===== config.mk =====
export PLATFORM = sky130hd
export DESIGN_NAME = uct_best_child_select
export DESIGN_NICKNAME = d
export VERILOG_FILES = /design/src/ucb_pkg.sv /design/src/uct_best_child_select.sv /design/src/ucb_div.sv /design/src/ucb_score.sv
export SDC_FILE = /design/constraint.sdc
export NUM_CORES = 2
export LEC_CHECK = 0
export BUFFER_PORTS_ARGS = -buffer_cell sky130_fd_sc_hd__buf_2
export CAP_MARGIN = 20
export CORE_MARGIN = 2
export CORE_UTILIZATION = 35
export DETAILED_ROUTE_END_ITERATION = 10
export SLEW_MARGIN = 10
export SYNTH_ARGS = -nofsm -noshare
export SYNTH_HDL_FRONTEND = slang
export SYNTH_HIERARCHICAL = 1
export SYNTH_SLANG_ARGS = --single-unit

===== constraint.sdc =====
create_clock -name clk -period 13.55 [get_ports clk]
set_clock_uncertainty 0.05 [all_clocks]
set_input_delay 4.065 -clock clk [delete_from_list [all_inputs] [get_ports clk]]
set_output_delay 4.065 -clock clk [all_outputs]
set_load 0.005 [all_outputs]

===== src/ucb_pkg.sv =====
// ucb_pkg: shared constants for the UCT best-child selector.
// No dependencies; used by uct_best_child_select and ucb_score.
package ucb_pkg;

	localparam int POS_W         = 4;   // candidate position width
	localparam int KEY_W         = 33;  // ordering key: 0 lowest, else score + 1
	localparam int LOG_FRAC_BITS = 24;
	localparam int LOG_W         = 29;  // Q5.24 log2
	localparam int RATIO_W       = 37;  // ln(Q5.24) << 8
	localparam int SQRT_W        = 38;  // root/bit accumulator of the square root
	localparam int MUL_W         = 32;

	localparam logic [31:0] LN2_Q32  = 32'hB17217F8;
	localparam logic [31:0] Q16_MAX  = 32'hFFFFFFFF;
	localparam logic [7:0]  EXPL_NUM = 8'd144;
	localparam logic [7:0]  EXPL_DEN = 8'd100;

	// ceil(1.44 * 2^30): floor(root * 144 / 100) == (root * EXPL_MUL) >> 30 for root < 2^26
	localparam logic [31:0] EXPL_MUL   = 32'd1546188227;
	localparam int          EXPL_SHIFT = 30;

endpackage


===== src/uct_best_child_select.sv =====
// UCT best-child selector: scores each candidate of a run, emits best position on last.
// Scored items go through two divides, a log and a square root; divider width
// DW = max(COUNT_BITS+16, 37).
// Items with zero visits or zero parent skip the divides; items past a full run are not scored.
// One item at a time; a held result stalls only the next last item of a run.
// arst_n clears run state, best tracking and output valid.
module uct_best_child_select #(
	parameter int MAX_CHILDREN = 9,
	parameter int COUNT_BITS   = 20
) (
	input  logic                        clk,
	input  logic                        arst_n,
	input  logic                        in_valid,
	output logic                        in_ready,
	input  logic [COUNT_BITS-1:0]       own_wins,
	input  logic [COUNT_BITS-1:0]       own_visits,
	input  logic [COUNT_BITS-1:0]       above_visits,
	input  logic                        last,
	output logic                        out_valid,
	input  logic                        out_ready,
	output logic [ucb_pkg::POS_W-1:0]   best_position
);

	localparam logic [ucb_pkg::POS_W-1:0] MAX_POS = ucb_pkg::POS_W'(MAX_CHILDREN);

	localparam logic [1:0] T_IDLE  = 2'd0;
	localparam logic [1:0] T_SCORE = 2'd1;
	localparam logic [1:0] T_FIN   = 2'd2;

	logic [1:0]                  state_q;
	logic [COUNT_BITS-1:0]       wins_q, visits_q, parent_q;
	logic                        last_q;
	logic                        start_q;
	logic                        sc_done;
	logic [ucb_pkg::KEY_W-1:0]   sc_key;
	logic [ucb_pkg::KEY_W-1:0]   best_score_q;
	logic [ucb_pkg::POS_W-1:0]   best_slot_q;
	logic [ucb_pkg::POS_W-1:0]   run_pos_q;
	logic                        run_full_q;
	logic                        out_valid_q;
	logic [ucb_pkg::POS_W-1:0]   out_pos_q;
	logic                        post;

	ucb_score #(.COUNT_BITS(COUNT_BITS)) u_score (
		.clk    (clk),
		.arst_n (arst_n),
		.start  (start_q),
		.wins   (wins_q),
		.visits (visits_q),
		.parent (parent_q),
		.done   (sc_done),
		.key    (sc_key)
	);

	assign in_ready = (state_q == T_IDLE);

	// result transfer slot is free: post result, clear run
	assign post = (state_q == T_FIN) && last_q && (!out_valid_q || out_ready);

	always_ff @(posedge clk) begin
		if (in_valid && in_ready) begin
			wins_q   <= own_wins;
			visits_q <= own_visits;
			parent_q <= above_visits;
		end
	end

	always_ff @(posedge clk or negedge arst_n) begin
		if (!arst_n) begin
			out_valid_q <= 1'b0;
			out_pos_q   <= '0;
		end else if (post) begin
			out_valid_q <= 1'b1;
			out_pos_q   <= best_slot_q;
		end else if (out_valid_q && out_ready) begin
			out_valid_q <= 1'b0;
		end
	end

	always_ff @(posedge clk or negedge arst_n) begin
		if (!arst_n) begin
			state_q      <= T_IDLE;
			last_q       <= 1'b0;
			start_q      <= 1'b0;
			best_score_q <= '0;
			best_slot_q  <= '0;
			run_pos_q    <= '0;
			run_full_q   <= 1'b0;
		end else begin
			start_q <= (state_q == T_IDLE) && in_valid && !run_full_q;
			unique case (state_q)
				T_IDLE: begin
					if (in_valid) begin
						last_q <= last;
						if (run_full_q) begin
							state_q <= T_FIN;
						end else begin
							state_q <= T_SCORE;
						end
					end
				end
				T_SCORE: begin
					if (sc_done) begin
						if (run_pos_q == '0 || sc_key > best_score_q) begin
							best_score_q <= sc_key;
							best_slot_q  <= run_pos_q;
						end
						if (run_pos_q >= MAX_POS) run_full_q <= 1'b1;
						else run_pos_q <= run_pos_q + 1'b1;
						state_q <= T_FIN;
					end
				end
				T_FIN: begin
					if (!last_q) begin
						state_q <= T_IDLE;
					end else if (post) begin
						best_score_q <= '0;
						best_slot_q  <= '0;
						run_pos_q    <= '0;
						run_full_q   <= 1'b0;
						state_q      <= T_IDLE;
					end
				end
				default: state_q <= T_IDLE;
			endcase
		end
	end

	assign out_valid     = out_valid_q;
	assign best_position = out_pos_q;

	a_slot_range: assert property (@(posedge clk) disable iff (!arst_n)
		best_slot_q <= MAX_POS)
		else $error("best slot beyond last child");

	a_pos_range: assert property (@(posedge clk) disable iff (!arst_n)
		run_pos_q <= MAX_POS)
		else $error("run position beyond last child");

	a_done_in_score: assert property (@(posedge clk) disable iff (!arst_n)
		sc_done |-> state_q == T_SCORE)
		else $error("score finished outside scoring");

	a_start_once: assert property (@(posedge clk) disable iff (!arst_n)
		start_q |=> !start_q)
		else $error("score start held");

endmodule


===== src/ucb_div.sv =====
// ucb_div: restoring divider, one quotient bit per cycle.
// Does not use ucb_pkg; no package items needed here.
module ucb_div #(
	parameter int DW  = 48,
	parameter int DVW = 20
) (
	input  logic           clk,
	input  logic           arst_n,
	input  logic           start,
	input  logic [DW-1:0]  dividend,
	input  logic [DVW-1:0] divisor,
	output logic           done,
	output logic [DW-1:0]  quotient
);

	localparam int CW = $clog2(DW + 1);

	logic [DVW-1:0] rem_q;
	logic [DW-1:0]  quo_q;
	logic [CW-1:0]  cnt_q;
	logic           busy_q;
	logic           done_q;
	logic [DVW:0]   trial;
	logic           fits;

	assign trial = {rem_q, quo_q[DW-1]};
	assign fits  = trial >= {1'b0, divisor};

	always_ff @(posedge clk or negedge arst_n) begin
		if (!arst_n) begin
			busy_q <= 1'b0;
			done_q <= 1'b0;
			cnt_q  <= '0;
		end else begin
			done_q <= !start && busy_q && (cnt_q == '0);
			if (start) begin
				busy_q <= 1'b1;
				cnt_q  <= CW'(DW - 1);
			end else if (busy_q) begin
				if (cnt_q == '0) begin
					busy_q <= 1'b0;
				end else begin
					cnt_q <= cnt_q - 1'b1;
				end
			end
		end
	end

	always_ff @(posedge clk) begin
		if (start) begin
			rem_q <= '0;
			quo_q <= dividend;
		end else if (busy_q) begin
			if (fits) begin
				rem_q <= DVW'(trial - {1'b0, divisor});
			end else begin
				rem_q <= trial[DVW-1:0];
			end
			quo_q <= {quo_q[DW-2:0], fits};
		end
	end

	assign done     = done_q;
	assign quotient = quo_q;

endmodule


===== src/ucb_score.sv =====
// ucb_score: sequencer computing the UCB1 ordering key of one candidate.
// Depends on ucb_pkg and ucb_div; shares one multiplier and one divider.
module ucb_score #(
	parameter int COUNT_BITS = 20
) (
	input  logic                    clk,
	input  logic                    arst_n,
	input  logic                    start,
	input  logic [COUNT_BITS-1:0]   wins,
	input  logic [COUNT_BITS-1:0]   visits,
	input  logic [COUNT_BITS-1:0]   parent,
	output logic                    done,
	output logic [ucb_pkg::KEY_W-1:0] key
);

	localparam int CB = COUNT_BITS;
	localparam int DW = (CB + 16 > ucb_pkg::RATIO_W) ? CB + 16 : ucb_pkg::RATIO_W;

	localparam logic [3:0] S_IDLE  = 4'd0;
	localparam logic [3:0] S_DIVX  = 4'd1;
	localparam logic [3:0] S_NORM  = 4'd2;
	localparam logic [3:0] S_LOG   = 4'd3;
	localparam logic [3:0] S_LNMUL = 4'd4;
	localparam logic [3:0] S_DIVR  = 4'd5;
	localparam logic [3:0] S_SQRT  = 4'd6;
	localparam logic [3:0] S_MULE  = 4'd7;
	localparam logic [3:0] S_SUM   = 4'd8;

	localparam logic [ucb_pkg::KEY_W-1:0] KEY_W_ONE = 1;

	logic [3:0]    state_q;
	logic          div_go_q;
	logic [DW-1:0] dvd_q;
	logic [CB-1:0] dvs_q;
	logic          div_done;
	logic [DW-1:0] div_quo;

	logic [DW-1:0] exploit_q;
	logic [DW-1:0] explore_q;
	logic [31:0]   x_q;
	logic [4:0]    shift_q;
	logic [ucb_pkg::LOG_FRAC_BITS-1:0] frac_q;
	logic [4:0]    cnt_q;
	logic [ucb_pkg::RATIO_W-1:0] v_q;
	logic [ucb_pkg::SQRT_W-1:0]  root_q;
	logic [ucb_pkg::RATIO_W-1:0] bit_q;
	logic [ucb_pkg::KEY_W-1:0]   key_q;
	logic          done_q;

	logic [ucb_pkg::MUL_W-1:0]   mul_a, mul_b;
	logic [2*ucb_pkg::MUL_W-1:0] prod;
	logic [32:0]   sq;
	logic [ucb_pkg::SQRT_W-1:0]  rb;
	logic          rfit;
	logic [DW:0]   sum;
	logic          div_go;
	logic          fin_now;

	ucb_div #(.DW(DW), .DVW(CB)) u_div (
		.clk      (clk),
		.arst_n   (arst_n),
		.start    (div_go_q),
		.dividend (dvd_q),
		.divisor  (dvs_q),
		.done     (div_done),
		.quotient (div_quo)
	);

	// single shared multiplier
	always_comb begin
		unique case (state_q)
			S_LOG: begin
				mul_a = x_q;
				mul_b = x_q;
			end
			S_LNMUL: begin
				mul_a = {3'b000, ~shift_q, frac_q};
				mul_b = ucb_pkg::LN2_Q32;
			end
			S_MULE: begin
				// scale by 1.44 through a fixed-point constant (1.44 * 2^30)
				mul_a = root_q[31:0];
				mul_b = ucb_pkg::EXPL_MUL;
			end
			default: begin
				mul_a = '0;
				mul_b = '0;
			end
		endcase
	end
	assign prod = mul_a * mul_b;
	assign sq   = prod[63:31];

	assign rb   = root_q + {1'b0, bit_q};
	assign rfit = {1'b0, v_q} >= rb;
	assign sum  = {1'b0, exploit_q} + {1'b0, explore_q};

	assign div_go  = (state_q == S_IDLE && start && visits != '0 && parent != '0) ||
			state_q == S_LNMUL;
	assign fin_now = (state_q == S_IDLE && start && (visits == '0 || parent == '0)) ||
			state_q == S_SUM;

	always_ff @(posedge clk or negedge arst_n) begin
		if (!arst_n) begin
			state_q  <= S_IDLE;
			div_go_q <= 1'b0;
			done_q   <= 1'b0;
		end else begin
			div_go_q <= div_go;
			done_q   <= fin_now;
			unique case (state_q)
				S_IDLE: begin
					if (start && visits != '0 && parent != '0) state_q <= S_DIVX;
				end
				S_DIVX:  if (div_done) state_q <= S_NORM;
				S_NORM:  if (x_q[31]) state_q <= S_LOG;
				S_LOG:   if (cnt_q == '0) state_q <= S_LNMUL;
				S_LNMUL: state_q <= S_DIVR;
				S_DIVR:  if (div_done) state_q <= S_SQRT;
				S_SQRT:  if (bit_q[0]) state_q <= S_MULE;
				S_MULE:  state_q <= S_SUM;
				S_SUM:   state_q <= S_IDLE;
				default: state_q <= S_IDLE;
			endcase
		end
	end

	always_ff @(posedge clk) begin
		unique case (state_q)
			S_IDLE: begin
				if (visits == '0) key_q <= KEY_W_ONE;
				else key_q <= '0;
				dvd_q <= DW'({wins, 16'h0000});
				dvs_q <= visits;
			end
			S_DIVX: begin
				exploit_q <= div_quo;
				x_q       <= 32'(parent);
				shift_q   <= '0;
			end
			S_NORM: begin
				if (!x_q[31]) begin
					x_q     <= {x_q[30:0], 1'b0};
					shift_q <= shift_q + 1'b1;
				end
				cnt_q <= 5'(ucb_pkg::LOG_FRAC_BITS - 1);
			end
			S_LOG: begin
				// square the mantissa; a carry past 2.0 gives one log bit
				if (sq[32]) x_q <= sq[32:1];
				else x_q <= sq[31:0];
				frac_q <= {frac_q[ucb_pkg::LOG_FRAC_BITS-2:0], sq[32]};
				cnt_q  <= cnt_q - 1'b1;
			end
			S_LNMUL: begin
				dvd_q <= DW'({prod[60:32], 8'h00});
			end
			S_DIVR: begin
				v_q    <= div_quo[ucb_pkg::RATIO_W-1:0];
				root_q <= '0;
				bit_q  <= {1'b1, {(ucb_pkg::RATIO_W-1){1'b0}}};
			end
			S_SQRT: begin
				if (rfit) begin
					v_q    <= ucb_pkg::RATIO_W'({1'b0, v_q} - rb);
					root_q <= (root_q >> 1) + {1'b0, bit_q};
				end else begin
					root_q <= root_q >> 1;
				end
				bit_q <= bit_q >> 2;
			end
			S_MULE: begin
				explore_q <= DW'(prod[63:ucb_pkg::EXPL_SHIFT]);
			end
			S_SUM: begin
				if (sum > (DW+1)'(ucb_pkg::Q16_MAX))
					key_q <= {1'b0, ucb_pkg::Q16_MAX} + 1'b1;
				else
					key_q <= ucb_pkg::KEY_W'(sum) + 1'b1;
			end
			default: begin
			end
		endcase
	end

	assign done = done_q;
	assign key  = key_q;

endmodule

# Yosys cells after proc, flatten, opt, wreduce, memory -nomap -nowiden
# Index checks and enable logic that the tools add are counted.
# W data, S select, Z words.
dict set report op_classes {
  n_bitwise 1
  order_cmp 5
  n_eq_ne 27
  multipliers 1
  n_reduce_logical 49
  add_sub_neg 10
  muxes 59
}
# cell count
set ops {}
lappend ops {{$pmux W32 S3} 3}
lappend ops {{$pmux W37 S2} 3}
lappend ops {{$mux W33} 5}
lappend ops {{$pmux W33 S2} 2}
lappend ops {{$mux W37} 3}
lappend ops {{$pmux W38 S2} 1}
lappend ops {{$mul A32 B32 Y64} 1}
lappend ops {{$mux W32} 2}
lappend ops {{$mux W4} 12}
lappend ops {{$logic_not A20 Y1} 2}
lappend ops {{$reduce_bool A20 Y1} 2}
lappend ops {{$add A37 B34 Y38} 1}
lappend ops {{$add A37 B37 Y38} 1}
lappend ops {{$add A38 B37 Y38} 1}
lappend ops {{$ge A37 B38 Y1} 1}
lappend ops {{$gt A38 B32 Y1 const B} 1}
lappend ops {{$mux W38} 1}
lappend ops {{$sub A37 B37 Y37} 1}
lappend ops {{$add A33 B1 Y33 const B} 1}
lappend ops {{$gt A33 B33 Y1} 1}
lappend ops {{$pmux W4 S8} 1}
lappend ops {{$ge A21 B20 Y1} 1}
lappend ops {{$mux W20} 1}
lappend ops {{$ne A2 B2 Y1 const B} 10}
lappend ops {{other kinds (36)} 94}
dict set report totals {
  word_cells 185
  inputBits 65
  regBits 521
  output_inout_bits 6
}

# Logic depth before layout (Yosys ltp)
dict set report depth {
  ltp_word 6
  ltp_mapped 40
  mapped_depth_nobuf 35
}

# Hierarchy
# Netlist, hierarchy kept.
# mod cells_each area_each_um2 seq_area_each_um2 instances
set modules_own_cells {}
lappend modules_own_cells {ucb_score 5654 51829.7 9549.2 1}
lappend modules_own_cells {uct_best_child_select 358 4832.1 3078.0 1}
lappend modules_own_cells {ucb_div 387 4018.9 1711.6 1}

# Worst setup path after synthesis
# OpenSTA, ideal clock, no wires.
dict set report synth_timing {
  path_type {reg-to-reg}
  startpoint {register u_score.state_q[3]}
  endpoint {register u_score.x_q[11] (data pin)}
  synth_period_minus_slack_ns 9.817
  t_required_ns 13.235
  path_stages_with_launch 34
  arrival_time_ns 9.502
  setup_ns 0.265
  setup_slack_ns 3.733
  path_buffers 8
  cell_sequence {dfrtp_1 > buf_2 > and4b_1 > clkbuf_1 > clkbuf_1 > buf_1 > a21o_1 > clkbuf_1 > nand2_1 > fa_1 > fa_1 > inv_1 > fa_1 > fa_1 > fa_1 > fa_1 > fa_1 > inv_1 > fa_1 > inv_1 > ha_1 > clkbuf_1 > and4_1 > and3_1 > and4_1 > nor2b_1 > a221o_1 > a21o_1 > a41o_1 > xor2_1 > buf_4 > buf_6 > mux2i_1 > o21ai_1}
}
dict set report synth_between {
  elab_chain_len 5
  word_cells_on_any_way 10
  cone_classes {1 x mul; 5 x eq/ne; 4 x mux}
}
# item line
set synth_rtl {}
lappend synth_rtl {{start: declaration} ucb_score.sv:31} ;# logic [3:0] state_q;
lappend synth_rtl {{start signal: assignment} ucb_score.sv:105} ;# state_q <= S_IDLE;
lappend synth_rtl {{start signal: assignment} ucb_score.sv:113} ;# if (start && visits != '0 && parent != '0) state_q <= S_DIVX;
lappend synth_rtl {{start signal: assignment} ucb_score.sv:115} ;# S_DIVX: if (div_done) state_q <= S_NORM;
lappend synth_rtl {{$eq A4 B3 Y1 or $eq A4 B2 Y1 (tied branches)} {ucb_score.sv:71, ucb_score.sv:129}}
lappend synth_rtl {{$pmux W32 S3} ucb_score.sv:71} ;# unique case (state_q)
lappend synth_rtl {{$mul A32 B32 Y64} ucb_score.sv:91} ;# assign prod = mul_a * mul_b;
lappend synth_rtl {{$mux W32} ucb_score.sv:150} ;# if (sq[32]) x_q <= sq[32:1];
lappend synth_rtl {{$pmux W32 S3 (*)} ucb_score.sv:129} ;# unique case (state_q)
lappend synth_rtl {{end signal: assignment} ucb_score.sv:138} ;# x_q <= 32'(parent);
lappend synth_rtl {{end signal: assignment} ucb_score.sv:150}
lappend synth_rtl {{end signal: assignment} ucb_score.sv:151} ;# else x_q <= sq[31:0];
lappend synth_rtl {{end: declaration} ucb_score.sv:40} ;# logic [31:0] x_q;
# Mark *: on every way between the ends. The rest lies on a longest branch, timed or not.
# A chain may end at the register's enable or synchronous reset.

# Final worst setup path
dict set report layout_timing {
  startpoint {register u_score.state_q[3]}
  endpoint {register u_score.x_q[17] (data pin)}
}
dict set report layout_between {
  elab_chain_len 5
  word_cells_on_any_way 10
  cone_classes {1 x mul; 5 x eq/ne; 4 x mux}
}
# item line
set layout_rtl {}
lappend layout_rtl {{$eq A4 B3 Y1 or $eq A4 B2 Y1 (tied branches)} ucb_score.sv:71}
lappend layout_rtl {{$pmux W32 S3} ucb_score.sv:71}
lappend layout_rtl {{$mul A32 B32 Y64 (*)} ucb_score.sv:91}
lappend layout_rtl {{via u_score.prod, one bit} ucb_score.sv:51} ;# logic [2*ucb_pkg::MUL_W-1:0] prod;
lappend layout_rtl {{$mux W32 (*)} ucb_score.sv:150}
lappend layout_rtl {{$pmux W32 S3 (*)} ucb_score.sv:129}
# Mark *: on every way through the listed nets, which the timed path passes. The rest lies on a longest branch.

==> flow_metrics.py <==
metrics = {
    "outcome": {
        "status": "finished, final reports clean",
    },
    "clocking": {
        "post_cts_buffers": 0,
        "cts_root_buffer": "clkbuf_16",
        "h-tree-depth": 2,
        "cts_resized": 0,
        "clk_path_buf_depth": 3,
        "insertion_delay_ps": 610,
        "cts_buffers": 54,
        "clk_pin_slew_ps": 60,
        "cts_tree": "yes",
        "cts_hold_buf": 0,
        "cts.sinks": 495,
    },
    "critical_path": {
        "worstPathMaxFanout": 81,
        "start_kind": "register",
        "cp-end-kind": "register",
        "crit_type": "reg2reg",
        "cp_slowest_cell": "nor4_1",
        "arrival_ps": 12560,
        "worst-path-buf-inv": 5,
        "cpPeakStageDelay_ps": 970,
        "cpMostUsedCell": "fa_1",
        "crit_required_ps": 13820,
        "path_delay_family": "adder cells",
    },
    "layout": {
        "mostFrequentLayoutCell": "inv_1",
        "final_layout_size_suffix_gt1_share_pct": 6.76,
        "nets": 7753,
        "area_delta_synth_final_pct": 8.39,
        "final_cell_mix": "1,017 x inv_1, 898 x fa_1, 784 x nand2_1",
    },
    "floorplan": {
        "die_y_um": 420,
        "initial_core_util_pct": 35.3,
        "core_mm2": 0.172,
        "dieArea_mm2": 0.177,
        "die_x_um": 420,
        "pin_count": 71,
        "rows": 152,
    },
    "global_routing": {
        "grt_pass1_wl_um": 309000,
        "top_usage_layer": "met2",
        "met1_usage_pct": 30.5,
        "grt_pass1_vias": 48600,
        "antenna_found_initial": 7,
        "met3_usage_pct": 5.50,
        "grt_util_met2_pct": 36.7,
        "grt_max_degree": 90,
        "grt_overflow_total": 0,
        "grt_usage_pct": 23.3,
    },
    "logic_synthesis": {
        "yosys.area.top_type_share_pct": 29.6,
        "ys_ff_latch": 495,
        "synth_flop_cell": "edfxtp_1",
        "postSynthAreaPerCell_um2": 9.48,
        "synth_top_area_cell": "fa_1",
        "async_reset_ff_share_pct": 13.1,
        "synthesis.area_mm2": 0.0607,
        "syn_inst": 6399,
        "ys_top_cells_by_area": "fa_1 30%, edfxtp_1 20%, ha_1 8.9%",
        "synth_edf_count": 410,
        "ys_warn_count": 6,
        "synth_seq_area_share_pct": 23.6,
        "synth_cell_type_count": 112,
    },
    "routing": {
        "post-route-drc-count": 0,
        "via_per_inst": 5.46,
        "wire_per_inst_um": 23.6,
        "dr.pass1.iters": 6,
        "drt.antenna.violating_nets": 0,
        "drt_iter0_drc": 4551,
        "routed_wl_um": 206000,
        "via_count": 47600,
    },
    "sta": {
        "fmax_mhz": 81.4,
        "hold_viol": 0,
        "period_needed_ps": 12280,
        "rsz0062_at_grt": "no",
        "max_slew_margin_pct": 17.3,
        "setup_tns_ps": 0,
        "maxSlewViolCount": 0,
        "worstMarginPinSlew_ps": 1240,
        "period_share_pct": 90.7,
        "setup_viol": 0,
    },
    "power": {
        "ir_drop_uv": 96.0,
        "leakage_nw": 29.6,
        "fin_total_pwr_mw": 3.14,
        "p_per_area_mw_per_mm2": 47.7,
    },
    "place": {
        "io_buffer_count": 70,
        "hpwl_um": 160000,
        "gp_congestion": 0.981,
    },
    "hold_path": {
        "min_path_type": "reg2reg",
    },
    "job": {
        "maxCapViolations": 0,
    },
}
## cell usage after synthesis (all sizes together) (11+ instances only)
cell type,count
buf,46
a22oi,33
edfxtp,410
nor3,56
a211oi,56
dfxtp,20
a21oi,244
nor2b,31
or3,20
ha,433
nand2,785
clkbuf,249
or4,18
nand4,51
o211ai,26
and2,59
fa,898
o31ai,28
and3,33
o21ai,180
a31oi,47
mux2i,67
inv,1020
dfrtp,65
xnor2,97
nand2b,32
mux2,51
o21bai,37
nand3,86
xor2,73
nor2,759
o21a,40
and4,11
or2,13
a211o,21
nor4,32
a221o,15
a21o,83
a31o,16
## sequential cells by signal, indices dropped and copies added, names as in the netlist, 24 cells and up
signal	cells
u_score/exploit_q	37
best_score_q	33
u_score/root_q	38
u_score/dvd_q	29
u_score/frac_q	24
u_score/v_q	37
u_score/key	33
u_score/x_q	32
u_score/explore_q	34
u_score/u_div/quotient	37
## area by class of cell
type | instances | area [um2]
fill | 17200 | 106000
multi-input combinational | 4593 | 41600
sequential | 495 | 14300
inverter | 1023 | 3840
tap | 2310 | 2890
clock buffer | 70 | 1460
timing repair buffer | 190 | 1310
clock inverter | 31 | 300
antenna | 2 | 5.00
## cells by family after synthesis
| logic type | count (synthesis) | share of synthesized area [%] |
|---|---|---|
| buffers and inverters | 1318 | 8.34 |
| AOI/OAI and AO/OA | 943 | 10.5 |
| adders and majority gates | 1331 | 38.6 |
| muxes | 118 | 2.05 |
| DFF | 495 | 23.6 |
| other | 1 | 0.00618 |
| and+or+nand+nor | 2023 | 14.5 |
| xor gates and xnor gates | 170 | 2.47 |
## through the flow
stage | hold WS [ps] | cell area [um2] | utilization [%] | std cells | worst slack, ps
2_1_floorplan | 368 | 60700 | - | 6406 | 3730
3_3_place_gp | 385 | 63900 | 37.2 | 8607 | 1660
3_5_place_dp | 391 | 64000 | 37.2 | 8610 | 1450
4_1_cts | 378 | 65700 | 38.2 | 8711 | 1420
5_1_grt | 400 | 65800 | 38.3 | 8713 | 719
6_report | 392 | 65800 | 38.3 | 8714 | 1270
## per-layer routing
| metal | part of all wire, % | vias up |
|---|---|---|
| met3 | 9.7 | 562 |
| li1 | - | 20800 |
| met4 | 5.5 | 6 |
| met1 | 40 | 24000 |
| met5 | 0.060 | - |
| met2 | 45 | 2224 |
## power by group
group | switching [mW] | internal [mW] | total [mW]
logic | 0.00930 | 0.00671 | 0.0160
clock network | 0.636 | 0.858 | 1.49
registers | 0.00000000000000000907 | 1.63 | 1.63
total | 0.645 | 2.49 | 3.14
## worst paths after layout
path                                      to  cells past startpoint  slack (ps)          startpoint
setup / recovery             u_score/x_q[17]                     29        1270  u_score/state_q[3]
hold / removal             u_score/dvs_q[16]                      0         390        visits_q[16]
setup reg to reg             u_score/x_q[17]                     29        1270  u_score/state_q[3]
hold reg to reg            u_score/dvs_q[16]                      0         390        visits_q[16]
max in group asynchronous   u_score/div_go_q                      2        9180              arst_n
min in group asynchronous       run_pos_q[3]                      2        3620              arst_n
Note: power is estimated with default switching activity, not from simulation.
